File: src/design/atp_pkg.sv
// ----------------------------------------------------------------------------
// atp_pkg
// shared widths, coefficients and types of the polynomial atan2 pipeline
// ----------------------------------------------------------------------------
`timescale 1ns / 1ps
`default_nettype none

package atp_pkg;

   // input and output formats
   localparam int COORD_WIDTH     = 16;
   localparam int ANGLE_FRAC_BITS = 13;
   localparam int OUT_WIDTH       = ANGLE_FRAC_BITS + 3;

   // magnitude of a coordinate needs one extra bit for the most negative code
   localparam int MAG_W = COORD_WIDTH + 1;

   // ratio is an unsigned Q.15 fraction, one divider stage per quotient bit
   localparam int RATIO_W    = 15;
   localparam int DIV_STAGES = RATIO_W;

   // polynomial coefficients in Q.16
   localparam logic [15:0] COEF1 = 16'd65232;
   localparam logic [14:0] COEF3 = 15'd18919;
   localparam logic [12:0] COEF5 = 13'd5199;

   // final product r*poly is 31 bits, shifted down to the angle fraction
   localparam int ATAN_PROD_W = RATIO_W + 16;
   localparam int ATAN_SHIFT  = ATAN_PROD_W - ANGLE_FRAC_BITS;

   // pi and pi/2 rounded to the angle fraction
   localparam logic [63:0] PI_Q62  = 64'hC90FDAA22168C235;
   localparam logic [63:0] PI_R    = (PI_Q62 + (64'd1 << (61 - ANGLE_FRAC_BITS)))
                                     >> (62 - ANGLE_FRAC_BITS);
   localparam logic [63:0] HPI_R   = (PI_Q62 + (64'd1 << (62 - ANGLE_FRAC_BITS)))
                                     >> (63 - ANGLE_FRAC_BITS);
   localparam logic signed [OUT_WIDTH-1:0] PI_Q      = PI_R[OUT_WIDTH-1:0];
   localparam logic signed [OUT_WIDTH-1:0] HALF_PI_Q = HPI_R[OUT_WIDTH-1:0];

   // prep stage, divider, four polynomial stages, output stage
   localparam int PIPE_DEPTH = 1 + DIV_STAGES + 4 + 1;
   localparam int CNT_W      = $clog2(PIPE_DEPTH + 1);

   // octant information that travels with each item
   typedef struct packed {
      logic zero;
      logic swap;
      logic x_neg;
      logic y_neg;
   } oct_type;

endpackage

`default_nettype wire

File: src/design/atp_div.sv
// ----------------------------------------------------------------------------
// atp_div
// folds the vector into the first octant and divides min by max in a
// restoring divider pipeline, one quotient bit per stage
// ----------------------------------------------------------------------------
`timescale 1ns / 1ps
`default_nettype none

module atp_div (
   input  wire logic                                clock,
   input  wire logic                                reset,
   input  wire logic                                in_valid,
   output logic                                     in_ready,
   input  wire logic signed [atp_pkg::COORD_WIDTH-1:0] x_coord,
   input  wire logic signed [atp_pkg::COORD_WIDTH-1:0] y_coord,
   output logic                                     out_valid,
   input  wire logic                                out_ready,
   output logic [atp_pkg::RATIO_W-1:0]              ratio,
   output atp_pkg::oct_type                         oct
);
   import atp_pkg::*;

   logic [DIV_STAGES:0]  v_ff;
   logic [DIV_STAGES:0]  rdy;
   logic [MAG_W-1:0]     rem_ff [0:DIV_STAGES];
   logic [MAG_W-1:0]     den_ff [0:DIV_STAGES];
   logic [RATIO_W-1:0]   q_ff   [0:DIV_STAGES];
   oct_type              oct_ff [0:DIV_STAGES];

   logic [MAG_W-1:0]     x_ext;
   logic [MAG_W-1:0]     y_ext;
   logic [MAG_W-1:0]     ax;
   logic [MAG_W-1:0]     ay;
   logic [MAG_W-1:0]     rem0_in;
   logic [MAG_W-1:0]     den0_in;
   oct_type              oct0_in;

   // absolute values and octant fold
   always_comb begin
      x_ext        = {x_coord[COORD_WIDTH-1], x_coord};
      y_ext        = {y_coord[COORD_WIDTH-1], y_coord};
      ax           = x_coord[COORD_WIDTH-1] ? (~x_ext + 1'b1) : x_ext;
      ay           = y_coord[COORD_WIDTH-1] ? (~y_ext + 1'b1) : y_ext;
      oct0_in.swap  = (ay > ax);
      oct0_in.zero  = (ax == '0) && (ay == '0);
      oct0_in.x_neg = x_coord[COORD_WIDTH-1];
      oct0_in.y_neg = y_coord[COORD_WIDTH-1];
      rem0_in      = oct0_in.swap ? ax : ay;
      den0_in      = oct0_in.swap ? ay : ax;
   end

   // prep stage
   assign rdy[0]   = !v_ff[0] || rdy[1];
   assign in_ready = rdy[0];

   always_ff @(posedge clock) begin
      if (reset) begin
         v_ff[0] <= 1'b0;
      end else if (rdy[0]) begin
         v_ff[0] <= in_valid;
      end
   end

   always_ff @(posedge clock) begin
      if (rdy[0] && in_valid) begin
         rem_ff[0] <= rem0_in;
         den_ff[0] <= den0_in;
         q_ff[0]   <= '0;
         oct_ff[0] <= oct0_in;
      end
   end

   // divider stages; equal magnitudes give all ones, which is the 32767 cap
   for (genvar k = 1; k <= DIV_STAGES; k++) begin : g_div
      logic [MAG_W:0]   rem2;
      logic [MAG_W:0]   diff;
      logic             ge;
      logic [MAG_W-1:0] rem_in;
      logic [RATIO_W-1:0] q_in;

      always_comb begin
         rem2   = {rem_ff[k-1], 1'b0};
         diff   = rem2 - {1'b0, den_ff[k-1]};
         ge     = (rem2 >= {1'b0, den_ff[k-1]});
         rem_in = ge ? diff[MAG_W-1:0] : rem2[MAG_W-1:0];
         q_in   = {q_ff[k-1][RATIO_W-2:0], ge};
      end

      if (k == DIV_STAGES) begin : g_last
         assign rdy[k] = !v_ff[k] || out_ready;
      end else begin : g_mid
         assign rdy[k] = !v_ff[k] || rdy[k+1];
      end

      always_ff @(posedge clock) begin
         if (reset) begin
            v_ff[k] <= 1'b0;
         end else if (rdy[k]) begin
            v_ff[k] <= v_ff[k-1];
         end
      end

      always_ff @(posedge clock) begin
         if (rdy[k] && v_ff[k-1]) begin
            rem_ff[k] <= rem_in;
            den_ff[k] <= den_ff[k-1];
            q_ff[k]   <= q_in;
            oct_ff[k] <= oct_ff[k-1];
         end
      end
   end

   assign out_valid = v_ff[DIV_STAGES];
   assign ratio     = q_ff[DIV_STAGES];
   assign oct       = oct_ff[DIV_STAGES];

   // final remainder is not needed downstream
   logic unused_rem;
   assign unused_rem = ^rem_ff[DIV_STAGES];

endmodule

`default_nettype wire

File: src/design/atp_poly.sv
// ----------------------------------------------------------------------------
// atp_poly
// evaluates r*(c1 - r^2*(c3 - c5*r^2)) in four stages, one multiply each
// ----------------------------------------------------------------------------
`timescale 1ns / 1ps
`default_nettype none

module atp_poly (
   input  wire logic                              clock,
   input  wire logic                              reset,
   input  wire logic                              in_valid,
   output logic                                   in_ready,
   input  wire logic [atp_pkg::RATIO_W-1:0]       ratio,
   input  wire atp_pkg::oct_type                  in_oct,
   output logic                                   out_valid,
   input  wire logic                              out_ready,
   output logic [atp_pkg::ANGLE_FRAC_BITS-1:0]    atan_mag,
   output atp_pkg::oct_type                       out_oct
);
   import atp_pkg::*;

   localparam int SQ_W  = 2 * RATIO_W;
   localparam int C5P_W = 13 + RATIO_W;

   logic [3:0]              v_ff;
   logic [3:0]              rdy;

   logic [RATIO_W-1:0]      r1_ff, r2_ff, r3_ff;
   logic [RATIO_W-1:0]      sq1_ff, sq2_ff;
   logic [14:0]             inner_ff;
   logic [15:0]             poly_ff;
   logic [ANGLE_FRAC_BITS-1:0] atan_ff;
   oct_type                 oct1_ff, oct2_ff, oct3_ff, oct4_ff;

   logic [SQ_W-1:0]         sq_prod;
   logic [C5P_W-1:0]        c5_prod;
   logic [14:0]             inner_in;
   logic [SQ_W-1:0]         mid_prod;
   logic [15:0]             poly_in;
   logic [ATAN_PROD_W-1:0]  atan_prod;

   // arithmetic of the four stages
   always_comb begin
      sq_prod   = SQ_W'(ratio) * SQ_W'(ratio);
      c5_prod   = C5P_W'(COEF5) * C5P_W'(sq1_ff);
      inner_in  = COEF3 - 15'(c5_prod[C5P_W-1:RATIO_W]);
      mid_prod  = SQ_W'(sq2_ff) * SQ_W'(inner_ff);
      poly_in   = COEF1 - 16'(mid_prod[SQ_W-1:RATIO_W]);
      atan_prod = ATAN_PROD_W'(r3_ff) * ATAN_PROD_W'(poly_ff);
   end

   // stall chain, each stage fills when it is empty or moving
   assign rdy[3]   = !v_ff[3] || out_ready;
   assign rdy[2]   = !v_ff[2] || rdy[3];
   assign rdy[1]   = !v_ff[1] || rdy[2];
   assign rdy[0]   = !v_ff[0] || rdy[1];
   assign in_ready = rdy[0];

   always_ff @(posedge clock) begin
      if (reset) begin
         v_ff <= '0;
      end else begin
         if (rdy[0]) v_ff[0] <= in_valid;
         if (rdy[1]) v_ff[1] <= v_ff[0];
         if (rdy[2]) v_ff[2] <= v_ff[1];
         if (rdy[3]) v_ff[3] <= v_ff[2];
      end
   end

   // square of the ratio
   always_ff @(posedge clock) begin
      if (rdy[0] && in_valid) begin
         r1_ff   <= ratio;
         sq1_ff  <= sq_prod[SQ_W-1:RATIO_W];
         oct1_ff <= in_oct;
      end
   end

   // inner term c3 - c5*r^2
   always_ff @(posedge clock) begin
      if (rdy[1] && v_ff[0]) begin
         r2_ff    <= r1_ff;
         sq2_ff   <= sq1_ff;
         inner_ff <= inner_in;
         oct2_ff  <= oct1_ff;
      end
   end

   // c1 - r^2*inner
   always_ff @(posedge clock) begin
      if (rdy[2] && v_ff[1]) begin
         r3_ff   <= r2_ff;
         poly_ff <= poly_in;
         oct3_ff <= oct2_ff;
      end
   end

   // r*poly scaled to the angle fraction
   always_ff @(posedge clock) begin
      if (rdy[3] && v_ff[2]) begin
         atan_ff <= atan_prod[ATAN_PROD_W-1:ATAN_SHIFT];
         oct4_ff <= oct3_ff;
      end
   end

   assign out_valid = v_ff[3];
   assign atan_mag  = atan_ff;
   assign out_oct   = oct4_ff;

   // low product bits fall away by truncation
   logic unused_bits;
   assign unused_bits = ^{sq_prod[RATIO_W-1:0], c5_prod[RATIO_W-1:0],
                          mid_prod[RATIO_W-1:0], atan_prod[ATAN_SHIFT-1:0]};

endmodule

`default_nettype wire

File: src/design/atp_fold.sv
// ----------------------------------------------------------------------------
// atp_fold
// unfolds the first-octant angle into four quadrants, saturates to +-pi
// and holds the result item in the output register
// ----------------------------------------------------------------------------
`timescale 1ns / 1ps
`default_nettype none

module atp_fold (
   input  wire logic                              clock,
   input  wire logic                              reset,
   input  wire logic                              in_valid,
   output logic                                   in_ready,
   input  wire logic [atp_pkg::ANGLE_FRAC_BITS-1:0] atan_mag,
   input  wire atp_pkg::oct_type                  oct,
   output logic                                   out_valid,
   input  wire logic                              out_ready,
   output logic signed [atp_pkg::OUT_WIDTH-1:0]   angle
);
   import atp_pkg::*;

   localparam int A_W = OUT_WIDTH + 2;

   logic                         v_ff;
   logic signed [OUT_WIDTH-1:0]  angle_ff;

   logic signed [A_W-1:0]        t_ext;
   logic signed [A_W-1:0]        s_val;
   logic signed [A_W-1:0]        pi_ext;
   logic signed [A_W-1:0]        hpi_ext;
   logic signed [A_W-1:0]        a_val;
   logic signed [OUT_WIDTH-1:0]  angle_in;

   // quadrant correction and clamp
   always_comb begin
      t_ext   = signed'({{(A_W - ANGLE_FRAC_BITS){1'b0}}, atan_mag});
      pi_ext  = A_W'(PI_Q);
      hpi_ext = A_W'(HALF_PI_Q);
      s_val   = (oct.x_neg != oct.y_neg) ? -t_ext : t_ext;
      if (oct.zero) begin
         a_val = '0;
      end else if (!oct.swap) begin
         if (oct.x_neg) begin
            a_val = s_val + (oct.y_neg ? -pi_ext : pi_ext);
         end else begin
            a_val = s_val;
         end
      end else begin
         a_val = (oct.y_neg ? -hpi_ext : hpi_ext) - s_val;
      end
      if (a_val > pi_ext) begin
         angle_in = PI_Q;
      end else if (a_val < -pi_ext) begin
         angle_in = -PI_Q;
      end else begin
         angle_in = a_val[OUT_WIDTH-1:0];
      end
   end

   // output register
   assign in_ready = !v_ff || out_ready;

   always_ff @(posedge clock) begin
      if (reset) begin
         v_ff <= 1'b0;
      end else if (in_ready) begin
         v_ff <= in_valid;
      end
   end

   always_ff @(posedge clock) begin
      if (in_ready && in_valid) begin
         angle_ff <= angle_in;
      end
   end

   assign out_valid = v_ff;
   assign angle     = angle_ff;

endmodule

`default_nettype wire

File: src/design/atan2_polynomial_approx.sv
// pipeline: 21 register stages from input acceptance to rsp_valid
//   (prep, 15 divider stages, 4 polynomial stages, output register)
// throughput: one item per cycle unless stalled; the restoring divider resolves
//   one quotient bit per stage, so the 15-bit ratio sets the pipeline length
// reset: synchronous, clears all stage valid bits; data registers keep contents
// ----------------------------------------------------------------------------
// atan2_polynomial_approx
// four-quadrant angle of a signed vector, Q3.13 radians, saturated to +-pi
// ----------------------------------------------------------------------------
`timescale 1ns / 1ps
`default_nettype none

module atan2_polynomial_approx (
   input  wire logic                                 clock,
   input  wire logic                                 reset,
   input  wire logic                                 req_valid,
   output logic                                      req_ready,
   input  wire logic signed [atp_pkg::COORD_WIDTH-1:0] req_x_coord,
   input  wire logic signed [atp_pkg::COORD_WIDTH-1:0] req_y_coord,
   output logic                                      rsp_valid,
   input  wire logic                                 rsp_ready,
   output logic signed [atp_pkg::OUT_WIDTH-1:0]      rsp_angle
);
   import atp_pkg::*;

   logic                        div_valid;
   logic                        div_ready;
   logic [RATIO_W-1:0]          div_ratio;
   oct_type                     div_oct;

   logic                        poly_valid;
   logic                        poly_ready;
   logic [ANGLE_FRAC_BITS-1:0]  poly_atan;
   oct_type                     poly_oct;

   // octant fold and ratio division
   atp_div u_div (
      .clock     (clock),
      .reset     (reset),
      .in_valid  (req_valid),
      .in_ready  (req_ready),
      .x_coord   (req_x_coord),
      .y_coord   (req_y_coord),
      .out_valid (div_valid),
      .out_ready (div_ready),
      .ratio     (div_ratio),
      .oct       (div_oct)
   );

   // odd polynomial on the ratio
   atp_poly u_poly (
      .clock     (clock),
      .reset     (reset),
      .in_valid  (div_valid),
      .in_ready  (div_ready),
      .ratio     (div_ratio),
      .in_oct    (div_oct),
      .out_valid (poly_valid),
      .out_ready (poly_ready),
      .atan_mag  (poly_atan),
      .out_oct   (poly_oct)
   );

   // quadrant unfold and output register
   atp_fold u_fold (
      .clock     (clock),
      .reset     (reset),
      .in_valid  (poly_valid),
      .in_ready  (poly_ready),
      .atan_mag  (poly_atan),
      .oct       (poly_oct),
      .out_valid (rsp_valid),
      .out_ready (rsp_ready),
      .angle     (rsp_angle)
   );

endmodule

`default_nettype wire

File: config.mk
export PLATFORM = sky130hd
export DESIGN_NAME = atan2_polynomial_approx
export DESIGN_NICKNAME = d
export VERILOG_FILES = /design/src/design/atp_pkg.sv /design/src/design/atp_div.sv /design/src/design/atp_poly.sv /design/src/design/atp_fold.sv /design/src/design/atan2_polynomial_approx.sv
export SDC_FILE = /design/constraint.sdc
export NUM_CORES = 2
export LEC_CHECK = 0
export BUFFER_PORTS_ARGS = -buffer_cell sky130_fd_sc_hd__buf_2
export CAP_MARGIN = 20
export CORE_MARGIN = 2
export CORE_UTILIZATION = 50
export DETAILED_ROUTE_END_ITERATION = 7
export GPL_ROUTABILITY_DRIVEN = 0
export PLACE_DENSITY_LB_ADDON = 0.25
export SLEW_MARGIN = 0
export SYNTH_ARGS = -nofsm -noshare
export SYNTH_HDL_FRONTEND = slang
export SYNTH_SLANG_ARGS = --single-unit
export TNS_END_PERCENT = 100
File: constraint.sdc
create_clock -name clock -period 14.6 [get_ports clock]
set_clock_uncertainty 0.05 [all_clocks]
set_input_delay 1.46 -clock clock [delete_from_list [all_inputs] [get_ports clock]]
set_output_delay 1.46 -clock clock [all_outputs]
set_load 0.005 [all_outputs]
==> metrics.yaml <==
clock_tree:
  hold_buffers: 0
  root_buffer: "clkbuf_16"
  cts_buffer_depth: 3
  postCtsSetupBuffers: 0
  htreeDepth: 3
  tritoncts: "built"
  cts-resized-gates: 0
  cts_buffers: 94
  clk_pin_slew_ns: 0.06
  cts_sinks: 866
  clk_latency_ns: 0.72
placed_design:
  place.port_buffers: 53
  dpl.hpwl_um: 109700
route:
  initialDrtViolationCount: 2923
  routedWlPerCell_um: 17.42
  firstDrtPassIters: 5
  antenna_left: 0
  totalWireLength_um: 140000
  vias_per_cell: 5.394
  vias: 43326
  drc: 0
cells_and_area:
  multi_input_area_mm2: 0.03717
  area_growth_pct: 8.492
  final_common_cell: "inv_1"
  layout_common_cells: "inv_1 (971), edfxtp_1 (845), ha_1 (670)"
  regArea_mm2: 0.02579
  final_layout_size_suffix_gt1_frac: 0.05492
  fillers: 11290
  fin_nets: 7441
worst_setup_path:
  cp.required_ns: 15.04
  critical_path_class: "reg -> reg"
  path_max_fanout: 15
  start_kind: "flop"
  cp-end-kind: "flop"
  crit_arrival_ns: 8.71
grt:
  grt_use_total: 0.2113
  antenna_found_initial: 0
  grt-ovfl-total: 0
  grt_max_degree: 49
  grt_pass1_wl_um: 232100
  grt_pass1_vias: 44194
floorplanning:
  die_x_um: 370.0
  start_util: 0.5031
  die_h_um: 370.0
  die-area_mm2: 0.1369
  io_pins: 54
  num_rows: 134
  coreArea_mm2: 0.1331
synthesis:
  yosysSeqAreaShare: 0.3852
  synth-edff-count: 845
  yosys.area_share.simple: 0.1197
  yosysUniqueCellTypes: 86
  async_reset_ff_frac: 0
  synthesis.instances: 6152
  synth_fa_ha_area_frac: 0.2899
  synth_compound_area_frac: 0.08806
  synth_top_area_cell: "edfxtp_1"
  synth-main-ff-cell: "edfxtp_1"
  synth_warnings: 0
  synth-seq-cells: 866
  netlist.area_leader.share: 0.3789
  postSynthAreaPerCell_um2: 10.89
  synth_xor_area_frac: 0.03748
  synth_top_family_by_area: "adder cells"
  muxShareOfSynthArea: 0.01614
  yosys-top-cells-area: "edfxtp_1 (38%), fa_1 (16%), ha_1 (13%)"
  syn_area_mm2: 0.06697
outcome:
  status: "completed"
timing:
  fmax_ghz: 0.1208
  max-slew-margin-rel: 0.3086
  maxSlewViolCount: 0
  worstMarginPinSlew_ns: 1.011
  setup_tns_ns: 0
  grt_setup_unrepaired: "no"
  hold_viol: 0
  setup_viol: 0
  min_period_over_period: 0.5670
  period_needed_ns: 8.279
min_path:
  hold_class: "reg -> reg"
pwr:
  switchingPower_mw: 1.280
  seqPwrFrac: 0.496
  p_leak_nw: 31.59
  internal_power_mw: 4.359
  p_comb_frac: 0.070
  power_mw: 5.639
  p_sw_frac: 0.2270
  clkPwrFrac: 0.434
  p_per_area_mw_per_mm2: 77.61
  ir_drop_v: 0.00009636
flow_run:
  drv_cap: 0
==> cells in the mapped netlist, types with 26 or more instances <==
| library cell | count |
|---|---|
| nand2_1 | 595 |
| a21boi_0 | 54 |
| nand4_1 | 68 |
| inv_1 | 971 |
| a31oi_1 | 36 |
| nor2_1 | 277 |
| a211oi_1 | 27 |
| clkbuf_1 | 139 |
| ha_1 | 670 |
| xnor2_1 | 164 |
| and3_1 | 33 |
| mux2i_1 | 54 |
| o21ai_0 | 266 |
| edfxtp_1 | 845 |
| nor2b_1 | 58 |
| nand3_1 | 56 |
| fa_1 | 551 |
| mux2_2 | 48 |
| xor2_1 | 120 |
| and2_1 | 288 |
| nor3_1 | 102 |
| nand2b_1 | 58 |
| or3_1 | 26 |
| o21a_1 | 41 |
| o31ai_1 | 62 |
| a21oi_1 | 162 |
| a21o_1 | 88 |
==> power by group through the flow <==
stage	logic (mW)	clock network, mW	registers (mW)
final	0.393	2.45	2.80
after global routing	0.440	2.60	2.80
after CTS	0.386	2.51	2.80
after detailed placement	0.384	0	2.85
after global placement	0.376	0	2.85
after floorplan	0.291	0	2.83
==> registers in the layout (all words and copies together) (netlist names) <==
register,cells
u_div.v_ff,15
u_div.oct_ff,64
u_poly.oct1_ff,4
u_poly.r2_ff,15
u_div.q_ff,120
u_poly.poly_ff,16
u_poly.v_ff,4
u_fold.out_valid,1
u_poly.out_oct,4
u_poly.inner_ff,15
u_poly.r1_ff,15
u_poly.atan_mag,13
u_poly.r3_ff,15
u_poly.oct3_ff,4
u_fold.angle,16
u_div.out_valid,1
u_poly.sq1_ff,15
u_poly.sq2_ff,15
u_div.den_ff,255
u_div.rem_ff,255
u_poly.oct2_ff,4
==> per-stage QoR <==
step | utilization | instance area, µm² | hold WS [ns] | worst slack (ns) | cells
4_1_cts | 0.5448 | 72520 | 0.3405 | 6.393 | 8024
5_1_grt | 0.5458 | 72650 | 0.3672 | 5.673 | 8032
2_1_floorplan | - | 66980 | 0.3503 | 7.281 | 6154
3_3_place_gp | 0.5204 | 69280 | 0.3513 | 6.575 | 7848
3_5_place_dp | 0.5204 | 69280 | 0.3545 | 6.416 | 7848
6_report | 0.5458 | 72650 | 0.3361 | 6.321 | 8033
==> area by class of cell <==
class                   count  share of cell area
well taps                1768             0.03045
inverters                 973             0.05027
diodes                      1          0.00003444
clock buffers             115             0.03444
multi-input cells        4163              0.5116
clock inverters            61             0.01021
repair buffers             86            0.008008
flip-flops and latches    866              0.3550
==> worst paths after layout <==
path                     start            endpoint  slack [ns]  depth (start not counted)
max           u_poly.sq2_ff[8]  u_poly.poly_ff[14]        6.32                         26
min reg2reg  u_div.q_ff[1][61]   u_div.q_ff[1][77]        0.34                          0
max reg2reg   u_poly.sq2_ff[8]  u_poly.poly_ff[14]        6.32                         26
min          u_div.q_ff[1][61]   u_div.q_ff[1][77]        0.34                          0
==> critical path, stage by stage (launching register included) <==
cell and delay [ns]:
edfxtp_1 0.63, and2_1 0.27, fa_1 0.54, inv_1 0.06, fa_1 0.53, inv_1 0.05, fa_1 0.56, fa_1 0.46
fa_1 0.54, inv_1 0.05, fa_1 0.52, inv_1 0.04, ha_1 0.29, a22oi_1 0.22, nand2_1 0.08, a211oi_1 0.51
a211oi_1 0.09, or2_2 0.34, a21oi_1 0.18, xor2_1 0.09, ha_1 0.21, o21ai_0 0.13, a21oi_1 0.20, o32ai_1 0.72
or2_2 0.24, o2111ai_1 0.13, nor4_1 0.31
==> layer usage <==
layer / global-route usage / wire length (µm)
met3: 0.02586 / 5648
met1: 0.2813 / 62480
met4: 0.05527 / 3375
met5: 0 / 0
met2: 0.3657 / 68460
==> kinds of logic after synthesis <==
logic type               Yosys count
AND/OR/NAND/NOR                 1646
adder cells (fa/ha/maj)         1221
buffers and inverters           1125
AO/OA/AOI/OAI                    905
flip-flops                       866
XOR/XNOR                         285
multiplexers                     102
other                              2
No activity file was read; power rests on OpenSTA's default activity.
